--- src/hw/rtl/mgfpc_pkg.sv ---
// ----------------------------------------------------------------------------
// mgfpc_pkg
// Shared constants, weight table and control types of the pressure filter.
// ----------------------------------------------------------------------------
package mgfpc_pkg;

  localparam int TAPS       = 12;
  localparam int CHANNELS   = 4;
  localparam int CHAN_W     = 2;
  localparam int SAMPLE_W   = 24;
  localparam int FILT_W     = 25;
  localparam int PRESS_W    = 32;
  localparam int COEF_W     = 32;
  localparam int CFG_IDX_W  = 4;
  localparam int CFG_DATA_W = 32;
  localparam int NUM_OFFS   = 4;
  localparam int OFFS_IDX_W = 2;

  localparam int DEPTH      = CHANNELS * TAPS;
  localparam int WADDR_W    = $clog2(DEPTH);
  localparam int SLOT_W     = $clog2(TAPS);
  localparam int FC_W       = $clog2(TAPS + 1);

  localparam int WEIGHT_W   = 14;
  localparam int FRAC_W     = 16;
  localparam int ACC_W      = 41;
  localparam int DIFF_W     = FILT_W + 1;
  localparam int SPAN_SH    = 24;
  localparam int MUL_W      = 33;
  localparam int PROD_W     = 2 * MUL_W;
  localparam int CPROD_W    = DIFF_W + COEF_W;
  localparam int TERM_W     = CPROD_W + 1;
  localparam int LO_W       = 32;
  localparam int LPROD_W    = DIFF_W + LO_W + 1;
  localparam int HPROD_W    = DIFF_W + TERM_W - LO_W;
  localparam int P_W        = HPROD_W + LO_W + 1;
  localparam int P_SH       = 48;
  localparam int Q_W        = P_W - P_SH;

  localparam logic [CFG_IDX_W-1:0] REG_OFFS0 = 4'd0;
  localparam logic [CFG_IDX_W-1:0] REG_OFFS1 = 4'd1;
  localparam logic [CFG_IDX_W-1:0] REG_OFFS2 = 4'd2;
  localparam logic [CFG_IDX_W-1:0] REG_OFFS3 = 4'd3;
  localparam logic [CFG_IDX_W-1:0] REG_ZERO  = 4'd4;
  localparam logic [CFG_IDX_W-1:0] REG_REF   = 4'd5;
  localparam logic [CFG_IDX_W-1:0] REG_SPAN  = 4'd6;
  localparam logic [CFG_IDX_W-1:0] REG_CURVE = 4'd7;

  localparam logic signed [SAMPLE_W-1:0] ZERO_RST  = 24'sd3890;
  localparam logic signed [SAMPLE_W-1:0] REF_RST   = 24'sd0;
  localparam logic signed [COEF_W-1:0]   SPAN_RST  = 32'sd1950587;
  localparam logic signed [COEF_W-1:0]   CURVE_RST = -32'sd87076;

  localparam logic [WEIGHT_W-1:0] WEIGHTS [TAPS] = '{
    14'd838, 14'd1258, 14'd1808, 14'd2569, 14'd3499, 14'd4561,
    14'd5806, 14'd7064, 14'd8270, 14'd9306, 14'd10066, 14'd10485
  };

  function automatic logic [WEIGHT_W-1:0] weight(input logic [SLOT_W-1:0] idx);
    logic [WEIGHT_W-1:0] w;
    w = '0;
    if (idx < SLOT_W'(TAPS)) w = WEIGHTS[idx];
    return w;
  endfunction

  typedef enum logic [3:0] {
    OP_NONE, OP_LOAD, OP_WRITE, OP_TAP, OP_FILT, OP_CURVE,
    OP_TERM, OP_PLO, OP_PHI, OP_PADD, OP_MAG, OP_OUT
  } op_t;

  typedef struct packed {
    op_t               op;
    logic [SLOT_W-1:0] tap;
  } cmd_t;

  typedef struct packed {
    logic chan_ok;
    logic out_free;
  } stat_t;

endpackage

--- src/hw/rtl/mgfpc_ctrl.sv ---
// ----------------------------------------------------------------------------
// mgfpc_ctrl
// Sequencer: window update, tap reads, calibration steps and result load.
// ----------------------------------------------------------------------------
module mgfpc_ctrl (
  input  logic             clk,
  input  logic             rst_n,
  input  logic             in_valid,
  output logic             in_ready,
  input  mgfpc_pkg::stat_t stat,
  output mgfpc_pkg::cmd_t  cmd
);
  import mgfpc_pkg::*;

  typedef enum logic [12:0] {
    S_IDLE   = 13'b0000000000001,
    S_WRITE  = 13'b0000000000010,
    S_TAP    = 13'b0000000000100,
    S_DRAIN1 = 13'b0000000001000,
    S_DRAIN2 = 13'b0000000010000,
    S_FILT   = 13'b0000000100000,
    S_CURVE  = 13'b0000001000000,
    S_TERM   = 13'b0000010000000,
    S_PLO    = 13'b0000100000000,
    S_PHI    = 13'b0001000000000,
    S_PADD   = 13'b0010000000000,
    S_MAG    = 13'b0100000000000,
    S_OUT    = 13'b1000000000000
  } state_t;

  state_t            state_r, state_nxt;
  logic [SLOT_W-1:0] tap_r, tap_nxt;

  always_comb begin
    state_nxt = state_r;
    tap_nxt   = tap_r;
    in_ready  = 1'b0;
    cmd.op    = OP_NONE;
    cmd.tap   = tap_r;
    case (state_r)
      S_IDLE: begin
        in_ready = 1'b1;
        if (in_valid && stat.chan_ok) begin
          cmd.op    = OP_LOAD;
          state_nxt = S_WRITE;
        end
      end
      S_WRITE: begin
        cmd.op    = OP_WRITE;
        tap_nxt   = '0;
        state_nxt = S_TAP;
      end
      S_TAP: begin
        cmd.op = OP_TAP;
        if (tap_r == SLOT_W'(TAPS - 1)) begin
          state_nxt = S_DRAIN1;
        end else begin
          tap_nxt = tap_r + 1'b1;
        end
      end
      S_DRAIN1: state_nxt = S_DRAIN2;
      S_DRAIN2: state_nxt = S_FILT;
      S_FILT: begin
        cmd.op    = OP_FILT;
        state_nxt = S_CURVE;
      end
      S_CURVE: begin
        cmd.op    = OP_CURVE;
        state_nxt = S_TERM;
      end
      S_TERM: begin
        cmd.op    = OP_TERM;
        state_nxt = S_PLO;
      end
      S_PLO: begin
        cmd.op    = OP_PLO;
        state_nxt = S_PHI;
      end
      S_PHI: begin
        cmd.op    = OP_PHI;
        state_nxt = S_PADD;
      end
      S_PADD: begin
        cmd.op    = OP_PADD;
        state_nxt = S_MAG;
      end
      S_MAG: begin
        cmd.op    = OP_MAG;
        state_nxt = S_OUT;
      end
      S_OUT: begin
        if (stat.out_free) begin
          cmd.op    = OP_OUT;
          state_nxt = S_IDLE;
        end
      end
      default: state_nxt = S_IDLE;
    endcase
  end

  always_ff @(posedge clk) begin
    if (!rst_n) begin
      state_r <= S_IDLE;
      tap_r   <= '0;
    end else begin
      state_r <= state_nxt;
      tap_r   <= tap_nxt;
    end
  end

endmodule

--- config.mk ---
export PLATFORM = sky130hd
export DESIGN_NAME = mgfpc_ctrl
export DESIGN_NICKNAME = d
export VERILOG_FILES = /design/src/hw/rtl/mgfpc_pkg.sv /design/src/hw/rtl/mgfpc_ctrl.sv
export SDC_FILE = /design/constraint.sdc
export NUM_CORES = 1
export LEC_CHECK = 0
export BUFFER_PORTS_ARGS = -buffer_cell sky130_fd_sc_hd__buf_2
export CORE_ASPECT_RATIO = 1.1
export CORE_MARGIN = 10
export CORE_UTILIZATION = 52
export CTS_BUF_LIST = sky130_fd_sc_hd__clkbuf_8
export CTS_CLUSTER_SIZE = 12
export DETAILED_ROUTE_END_ITERATION = 6
export PLACE_DENSITY = 0.74
export SLEW_MARGIN = 30
export SYNTH_ARGS = -nofsm -noshare
export SYNTH_HDL_FRONTEND = slang
export SYNTH_SLANG_ARGS = --single-unit
--- constraint.sdc ---
create_clock -name clk -period 1.9 [get_ports clk]
set_input_delay 0.38 -clock clk [delete_from_list [all_inputs] [get_ports clk]]
set_output_delay 0.38 -clock clk [all_outputs]
set_load 0.02 [all_outputs]
# Word-level counts from Yosys, hierarchy flattened
# Index checks and enable logic that the tools add are counted.
classes:
  add_sub_neg: 1
  eq_ne: 18
  n_mux: 10
  n_reduce_logical: 4
ops:
  columns: ["op", "count"]
  rows:
  - ["one-hot mux 13 bit (13 select lines)", 1]
  - ["one-hot mux 4 bit (11 select lines)", 1]
  - ["two-way mux 13 bit", 3]
  - ["== test 13 x 1 -> 1 bit, second input constant", 1]
  - ["== test 13 x 10 -> 1 bit, second input constant", 1]
  - ["== test 13 x 11 -> 1 bit, second input constant", 1]
  - ["== test 13 x 12 -> 1 bit, second input constant", 1]
  - ["== test 13 bit, second input constant", 1]
  - ["== test 13 x 2 -> 1 bit, second input constant", 1]
  - ["== test 13 x 3 -> 1 bit, second input constant", 1]
  - ["== test 13 x 4 -> 1 bit, second input constant", 1]
  - ["== test 13 x 5 -> 1 bit, second input constant", 1]
  - ["== test 13 x 6 -> 1 bit, second input constant", 1]
  - ["== test 13 x 7 -> 1 bit, second input constant", 1]
  - ["== test 13 x 8 -> 1 bit, second input constant", 1]
  - ["== test 13 x 9 -> 1 bit, second input constant", 1]
  - ["two-way mux 4 bit", 2]
  - ["!= test 2 bit, second input constant", 4]
  - ["one-hot mux 4 bit (2 select lines)", 1]
  - ["adder 4 x 1 -> 4 bit, second input constant", 1]
  - ["== test 4 bit, second input constant", 1]
  - ["AND reduction 3 bit", 1]
  - ["two-way mux 1 bit", 2]
  - ["AND reduction 2 bit", 1]
  - ["other kinds (2)", 2]
word_totals:
  ff_bits: 17
  in_bits: 5
  output_inout_bits: 9
  wordCells: 35

# Logic depth before layout (Yosys ltp)
# Gate-level depths: netlist (run 1).
depth:
  depth_word: 3
  ltp_mapped: 7
  ltp_nobuf: 6

# Worst setup path before layout (run 1)
# No wires, ideal clock.
synth_timing:
  kind: "reg-to-output"
  from: "register state_r[4]"
  to: "output port cmd[4] in the netlist's numbering"
  t_arrival_ps: 1720
  t_required_ps: 1520
  path_slack_ps: -200
  stages_incl_launch_ff: 6
  n_path_buf: 0
  cell_sequence: "dfxtp_1 -> nor4_2 -> and3_4 -> and4b_4 -> nand3_1 -> nand4_1"
synth_rtl:
  columns: ["element", "line_no", "text"]
  rows:
  - ["from (decl)", "mgfpc_ctrl.sv:31", "state_t state_r, state_nxt;"]
  - ["from (signal assigned)", "mgfpc_ctrl.sv:106", "state_r <= state_nxt;"]
  - ["to (decl)", "mgfpc_ctrl.sv:11", "output mgfpc_pkg::cmd_t cmd"]

==> flow_metrics.tcl, run 1 <==
set metrics [dict create \
    cp_common_cell "buf_4" \
    die_w_um 60.7 \
    dpl.hpwl_mm 1.97 \
    r2r-end "state_r[5]" \
    core_um2 1760 \
    slowest_delay_ps 340 \
    layout.nets 183 \
    status "complete, but fails checks" \
    start_util 0.539 \
    final_util 0.906 \
    avgSynthCellArea_um2 8.12 \
    yosys_most_used_dff "dfxtp_1" \
    p_int_uw 583 \
    path_clk_slew_ps 80 \
    worst_pin_slew_ps 376 \
    cp-start-kind "flop" \
    grt_pass1_vias 1081 \
    max_slew_margin 0.749 \
    ys_top_cells_by_area "dfxtp_1 (36%), nor2_1 (5.9%), a21oi_1 (4.7%), nand3_1 (4.7%), nand3b_1 (4.7%)" \
    hold_buffers 0 \
    routed-via-count 1301 \
    synthArstFlopShare 0 \
    h-tree-depth 1 \
    p_per_area_nw_per_um2 510 \
    dpl_worst_slack_ps 9.87 \
    critPathCaptureType "output port" \
    antenna_found_initial 0 \
    drt-wirelength-per-cell_um 22.2 \
    netlist_top_cells_count "dfxtp_1 (17), nor2_1 (15), nand2_1 (10), a21oi_1 (9), nand3_1 (9)" \
    rsz0062_at_grt "true" \
    yosysSeqAreaShare 0.358 \
    antenna_cells 0 \
    synth-simple-area-share 0.419 \
    num-fill-cells 68 \
    grt_pass1_wl_mm 5.27 \
    synthAdderAreaFrac 0.0132 \
    grt_usage 0.172 \
    ir_worst_vdd_uv 401 \
    cp_top_family "compound AO/OA/AOI/OAI gates" \
    cts_tree "yes" \
    crit_slowest_cell "dfxtp_2" \
    wirelength_mm 4.31 \
    placed_cells 172 \
    yosysTopAreaCell "dfxtp_1" \
    synth.distinct_cells 33 \
    period_share 1.15 \
    netlist.area_leader.share 0.358 \
    fmax_mhz 458 \
    num_rows 16 \
    clock_skew_ps 5.96 \
    r2r_cells 7 \
    yosys.area_share.xor_xnor 0.0553 \
    worstPathCellList "buf_4 > or2_2 > a21oi_1 > o21ai_0 > a21oi_2 > buf_4" \
    hp-class "in -> reg" \
    syn2layout_area_growth_pct 68.0 \
    cts_sinks 17 \
    drtPass1Iterations 6 \
    cp.arrival_ps 1800 \
    place.gp.congestion 0.845 \
    fin_cells 194 \
    yosysMostFrequentCell "dfxtp_1" \
    synth_top_family_by_area "simple AND/OR/NAND/NOR gates" \
    clockRootBuffer "clkbuf_8" \
    combPwrFrac 0.196 \
    grt_max_degree 11 \
    syn_area_um2 950 \
    io_pins 14 \
    worstHoldStart "rst_n" \
    synth-edff-count 0 \
    p_switching_uw 231 \
    crit_buf_inv 2 \
    pwr-share-clk 0.352 \
    synth-compound-area-share 0.116 \
    via_per_inst 6.71 \
    numPortBuffers 13 \
    crit_fanout 4 \
    power.total_uw 814 \
    r2r_slack_ps -140 \
    required_ps 1520 \
    drt_iter0_drc 90 \
    ant_nets 0 \
    drive_above_1_share 0.568 \
    yosys_warnings 0 \
    setup_violations 12 \
    maxCapViolations 0 \
    clock_latency_ps 260 \
    drc_errors 0 \
    synth.net_count 123 \
    seq_power_share 0.452 \
    cts-buffers-inserted 3 \
    slew_viol_final 0 \
    p_leak_uw 0.000666 \
    rr_startpoint "state_r[2]" \
    synth_mux_area_frac 0.0105 \
    crit_type "reg -> out" \
    period_needed_ps 2180 \
    gr-total-overflow 0 \
    dieHeight_um 64.8 \
    clk_path_buf_depth 2 \
    netlist_instances 117 \
    min_to "state_r[2]" \
    ys_seq_elements 17 \
    fin_ws_ps -282 \
    switching_share 0.284 \
    finalHoldViolations 0 \
    dieArea_um2 3940 \
    violations "setup timing" \
    hold_depth 2 \
]
-- cell usage in the layout, fill, tap and decap left out, types with 2 or more instances in the layout --
cell type	netlist	final
nand2_1	10	8
nand3_1	9	5
nor4_4	0	2
dfxtp_2	0	10
xnor2_1	2	2
nor4_2	1	3
a21oi_2	0	2
nand3b_1	6	6
nor2_2	0	2
nor2_1	15	12
xor2_1	4	4
inv_1	4	4
buf_4	0	41
buf_6	1	7
nand3_4	0	3
nor4b_2	1	2
nand2_2	0	2
nor3_1	4	2
nor2b_1	3	3
a21oi_1	9	6
o21ai_0	6	3
clkbuf_8	0	3
buf_2	0	8
nor3_2	0	2
nand4_1	3	3
o21ai_1	0	2
dfxtp_1	17	7
-- sequential cells by signal (all words and copies together) (netlist names) --
name / flops
state_r: 13
tap_r: 4
-- worst max path at each step --
stage,slack [ps],cells after the start,startpoint,to
floorplan,-30,5,state_r[7],cmd[4]
global placement,30,7,state_r[7],cmd[5]
detailed placement,10,7,state_r[7],cmd[5]
CTS,-210,6,state_r[5],cmd[4]
global route,-330,6,state_r[4],cmd[4]
finish,-280,6,state_r[10],cmd[7]
-- layout make-up --
type | count | area [µm²] | area share
multi-input combinational | 95 | 732 | 0.459
timing repair buffer | 56 | 427 | 0.267
sequential | 17 | 353 | 0.221
clock buffer | 3 | 41.3 | 0.0259
tap | 18 | 22.5 | 0.0141
inverter | 4 | 15.0 | 0.00941
clock inverter | 1 | 5.00 | 0.00314
-- kinds of logic (layout without fill, tap and decap cells) --
kind of cell	count (synthesis)	after routing
simple gates	68	68
compound gates	19	19
flops	17	17
xor+xnor	6	6
buf+inv	5	64
fa+ha+maj	1	1
mux	1	1
-- through the flow --
step	area, µm²	TNS, ps	hold slack, ps
after floorplan	981	-31.4	466
after global placement	1240	0	515
after detailed placement	1240	0	529
after CTS	1430	-1030	356
after global routing	1600	-2430	381
final	1600	-1640	381
-- power by group through the flow --
stage | combinational, µW | sequential (µW) | clock [µW]
after floorplan | 61.8 | 373 | 0
after global placement | 95.0 | 373 | 0
after detailed placement | 95.9 | 373 | 0
after CTS | 119 | 365 | 282
after global routing | 165 | 368 | 301
final | 160 | 368 | 286
-- worst reg2reg max path, delay by kind of cell (launching register included) --
family          cells  cell delay [ps]
compound gates      1              480
flops               1              460
buf+inv             3              460
simple gates        3              550
-- routing by layer --
layer	GRT usage	vias up	wire, µm
met2	0.263	109	2030
met1	0.214	604	1550
li1	-	544	-
met4	0.0989	0	303
met3	0.0331	44	422
met5	0	-	0
-- repair_timing --
action,CTS,global route
endpoints found under the setup margin,5,16
hold endpoints to repair,0,0
setup buffers,9,11
pin swaps,10,10
gates resized for setup,24,26
(Power assumes the default switching activity.)
==> inputs of run 2 (changes only) <==
--- a/config.mk
+++ b/config.mk
@@ -13,6 +13,7 @@
 export CTS_CLUSTER_SIZE = 12
 export DETAILED_ROUTE_END_ITERATION = 6
 export PLACE_DENSITY = 0.74
+export REMOVE_ABC_BUFFERS = 1
 export SLEW_MARGIN = 30
 export SYNTH_ARGS = -nofsm -noshare
 export SYNTH_HDL_FRONTEND = slang
==> flow_metrics.tcl, run 2 (synthesized netlist as in run 1, its figures left out) <==
set metrics [dict create \
    status "complete, but fails checks" \
    violations "DRC, setup timing" \
    path_clk_slew_ps 70 \
    regMostFlops "state_r" \
    final_common_cell "buf_4" \
    crit_fanout 4 \
    dieArea_um2 3940 \
    gr-total-overflow 0 \
    dieHeight_um 64.8 \
    required_ps 1520 \
    fin_cells 189 \
    ant_nets 0 \
    period_share 1.14 \
    period_needed_ps 2170 \
    reg_top3 "state_r: 13 flops, tap_r: 4 flops" \
    grt_pass1_wl_mm 5.27 \
    grt_max_degree 10 \
    clk_path_buf_depth 2 \
    crit_type "reg -> out" \
    seq_area_um2 358 \
    dpl_worst_slack_ps 11.0 \
    cp_top_family "simple AND/OR/NAND/NOR gates" \
    h-tree-depth 1 \
    drt-wirelength-per-cell_um 20.5 \
    die_w_um 60.7 \
    hold_buffers 0 \
    largest_reg_flops 13 \
    clockRootBuffer "clkbuf_8" \
    maxCapViolations 0 \
    cts_sinks 17 \
    worstPathCellList "nor4_4 > buf_4 > nand2_4 > or2_4 > a21oi_2 > buf_6" \
    layout_common_cells "buf_4 (36), nor2_1 (12), dfxtp_2 (11)" \
    grt_pass1_vias 1155 \
    ir_worst_vdd_uv 388 \
    core_um2 1760 \
    wirelength_mm 3.87 \
    syn2layout_area_growth_pct 62.7 \
    setup_violations 6 \
    slowest_delay_ps 370 \
    fin_ws_ps -274 \
    slew_viol_final 0 \
    rsz0062_at_grt "true" \
    cp.arrival_ps 1790 \
    via_per_inst 6.60 \
    num-fill-cells 83 \
    grt_usage 0.167 \
    num_rows 16 \
    io_pins 14 \
    routed-via-count 1248 \
    power.total_uw 793 \
    multi_input_area_um2 716 \
    antenna_cells 0 \
    dpl.hpwl_mm 1.99 \
    clock_latency_ps 260 \
    fmax_mhz 460 \
    numPortBuffers 13 \
    place.gp.congestion 0.848 \
    crit_slowest_cell "dfxtp_4" \
    antenna_found_initial 0 \
    drc_errors 1 \
    drt_iter0_drc 105 \
    start_util 0.539 \
    cp-start-kind "flop" \
    critPathCaptureType "output port" \
    final_util 0.877 \
    worst_pin_slew_ps 372 \
    max_slew_margin 0.752 \
    placed_cells 172 \
    drtPass1Iterations 7 \
    finalHoldViolations 0 \
    crit_buf_inv 2 \
    cts_tree "yes" \
    p_leak_uw 0.000650 \
    clock_skew_ps 5.88 \
    p_per_area_nw_per_um2 513 \
    cts-buffers-inserted 3 \
    layout.nets 178 \
    hp-class "in -> reg" \
    drive_above_1_share 0.526 \
]
==> run 2: changes by cell type in the layout (fill, tap and decap cells not counted), sizes merged <==
cell / before / now
inv: 4 / 5
clkinv: 1 / 0
buf: 56 / 51
==> run 2: repair_timing <==
action,4_1_cts,5_1_grt
pin swaps,11,11
resized for setup,31,22
endpoints found under the setup margin,5,15
setup buffers,7,6
==> run 2: worst paths after layout <==
check / start / end / slack [ps] / depth (start not counted)
min: rst_n / state_r[2] / 370 / 2
max: state_r[1] / cmd[7] / -270 / 6
min reg2reg: tap_r[3] / tap_r[3] / 570 / 2
max reg2reg: state_r[4] / tap_r[2] / -20 / 8
==> run 2: layer usage <==
layer  global-route usage  vias up  part of all wire
met4               0.0632        0             0.055
li1                     -      536                 -
met1                0.207      556              0.38
met3               0.0409       41              0.12
met2                0.267      115              0.45
met5                    0        -                 0
==> run 2: area by class of cell <==
cell class | instances | share of cell area
flip-flops and latches | 17 | 0.232
clock inverters | 1 | 0.00243
well taps | 18 | 0.0146
clock buffers | 3 | 0.0267
multi-input cells | 95 | 0.463
inverters | 4 | 0.00972
repair buffers | 51 | 0.252
==> run 2: where the power goes <==
part / internal (µW) / switching, µW / total [µW]
clock: 144 / 137 / 280
combinational: 68.2 / 78.3 / 146
sequential: 359 / 7.29 / 366
total: 571 / 222 / 793
==> run 2: through the flow <==
step	area, µm²	hold WS [ps]	setup TNS, ps
after CTS	1430	377	-636
after global placement	1210	522	0
final	1550	375	-1140
after floorplan	938	483	-499
after global routing	1550	384	-1910
after detailed placement	1210	529	0
==> run 2: worst reg2reg max path: stages (launching register included) <==
cell and delay (ps):
dfxtp_2 330, nor4_4 320, buf_4 210, buf_4 140, nand3_1 140, buf_4 180
nor3_1 260, xnor2_1 170, nor2_1 60
==> inputs of run 3 (changes only) <==
--- a/config.mk
+++ b/config.mk
@@ -5,14 +5,14 @@
 export SDC_FILE = /design/constraint.sdc
 export NUM_CORES = 1
 export LEC_CHECK = 0
-export BUFFER_PORTS_ARGS = -buffer_cell sky130_fd_sc_hd__buf_2
+export BUFFER_PORTS_ARGS = -buffer_cell sky130_fd_sc_hd__buf_4
 export CORE_ASPECT_RATIO = 1.1
 export CORE_MARGIN = 10
-export CORE_UTILIZATION = 52
+export CORE_UTILIZATION = 40
 export CTS_BUF_LIST = sky130_fd_sc_hd__clkbuf_8
 export CTS_CLUSTER_SIZE = 12
 export DETAILED_ROUTE_END_ITERATION = 6
-export PLACE_DENSITY = 0.74
+export PLACE_DENSITY = 0.59
 export REMOVE_ABC_BUFFERS = 1
 export SLEW_MARGIN = 30
 export SYNTH_ARGS = -nofsm -noshare
==> flow_metrics.tcl, run 3 (synthesized netlist as in run 1, its figures left out) <==
set metrics [dict create \
    rsz0062_at_grt "true" \
    reg_top3 "state_r: 13 flops, tap_r: 4 flops" \
    antenna_cells 0 \
    drc_errors 0 \
    ant_nets 0 \
    die_w_um 66.5 \
    final_common_cell "buf_4" \
    clk_path_buf_depth 2 \
    place.gp.congestion 0.845 \
    setup_violations 10 \
    via_per_inst 5.88 \
    postPlaceCellArea_um2 1280 \
    fin_area_um2 1780 \
    status "complete, but fails checks" \
    core_um2 2250 \
    p_leak_uw 0.000733 \
    cts_tree "yes" \
    grt_max_degree 10 \
    gr-total-overflow 0 \
    slowest_delay_ps 360 \
    antenna_found_initial 0 \
    grt_usage 0.150 \
    period_share 1.14 \
    layout_common_cells "buf_4 (55), buf_6 (10), nor2_1 (9)" \
    io_pins 14 \
    grt_pass1_vias 1188 \
    p_per_area_nw_per_um2 450 \
    num-fill-cells 160 \
    drt_iter0_drc 124 \
    crit_type "reg -> out" \
    dieHeight_um 71.1 \
    required_ps 1520 \
    num_rows 18 \
    dpl.hpwl_mm 2.19 \
    dieArea_um2 4730 \
    crit_slowest_cell "dfxtp_4" \
    cts_sinks 17 \
    grt_pass1_wl_mm 5.58 \
    largest_reg_flops 13 \
    period_needed_ps 2170 \
    syn2layout_area_growth_pct 87.1 \
    hp-class "in -> reg" \
    ir_worst_vdd_uv 413 \
    finalHoldViolations 0 \
    fmax_mhz 460 \
    worst_pin_slew_ps 408 \
    clock_latency_ps 250 \
    h-tree-depth 1 \
    final_util 0.789 \
    layout.nets 193 \
    path_clk_slew_ps 70 \
    max_slew_margin 0.725 \
    cp_top_family "simple AND/OR/NAND/NOR gates" \
    worstPathCellList "nor4_4 > and3_4 > and4b_4 > nand3_2 > nand4_1 > buf_6" \
    clockRootBuffer "clkbuf_8" \
    crit_fanout 4 \
    fin_ws_ps -272 \
    drive_above_1_share 0.624 \
    numPortBuffers 13 \
    cts-buffers-inserted 3 \
    drt-wirelength-per-cell_um 19.6 \
    clock_skew_ps 3.85 \
    critPathCaptureType "output port" \
    maxCapViolations 0 \
    routed-via-count 1271 \
    drtPass1Iterations 4 \
    start_util 0.422 \
    wirelength_mm 4.24 \
    cp.arrival_ps 1790 \
    cp-start-kind "flop" \
    crit_buf_inv 1 \
    violations "setup timing" \
    regMostFlops "state_r" \
    slew_viol_final 0 \
]
run 3: changes by cell type in the layout (fill, tap and decap cells not counted), sizes merged:
cell	previous run	this run
buf	51	66
run 3: path summary, 6_finish.rpt:
check	start	slack, ps	endpoint	depth (start not counted)
setup / recovery	state_r[7]	-270	cmd[4]	6
setup reg to reg	state_r[2]	-50	state_r[6]	7
hold / removal	rst_n	360	state_r[2]	2
hold reg to reg	tap_r[3]	550	tap_r[3]	2
run 3: per-stage QoR:
step / hold slack (ps) / total power (µW) / worst slack (ps) / cells / TNS (ps)
finish: 358 / 800 / -272 / 216 / -1150
global route: 369 / 826 / -351 / 216 / -1980
CTS: 360 / 762 / -125 / 208 / -622
global placement: 526 / 472 / 0.494 / 186 / 0
detailed placement: 542 / 474 / 3.36 / 186 / 0
floorplan: 483 / 429 / -200 / 116 / -499
run 3: final cells by class:
| class | instances | area [µm²] | share of cell area |
|---|---|---|---|
| Clock buffer | 3 | 41.3 | 0.0232 |
| Timing Repair Buffer | 66 | 546 | 0.307 |
| Sequential cell | 17 | 359 | 0.202 |
| Clock inverter | 1 | 3.75 | 0.00211 |
| Multi-Input combinational cell | 95 | 774 | 0.436 |
| Inverter | 4 | 15.0 | 0.00845 |
| Tap cell | 30 | 37.5 | 0.0211 |
run 3: timing repair:
item                                   in CTS  in global routing
setup endpoints to repair                   4                 14
endpoints found under the hold margin       0                  0
pin swaps                                  12                 17
buffers inserted                           18                 13
cloned                                      0                  0
hold buffers                                0                  0
gates resized for setup                    31                 33
run 3: report_power, final:
part	total, µW	internal (µW)	switching (µW)
Clock	265	143	121
Combinational	170	81.6	88.8
Sequential	365	357	8.05
Total	800	582	218
run 3: routing by layer:
layer	wire length [µm]	share of wire	global-route usage	up-vias
li1	-	-	-	566
met1	1580	0.37	0.159	596
met2	2090	0.49	0.266	85
met3	354	0.084	0.0409	24
met4	204	0.048	0.0629	0
met5	0	0	0	-
run 3: worst reg2reg max path, cell delays in order, from the launching register on:
cell and delay, ps:
dfxtp_4 370, buf_6 110, nor2_2 50, buf_6 130, and4b_4 210, buf_4 150, a2111o_2 550, nor4_2 280
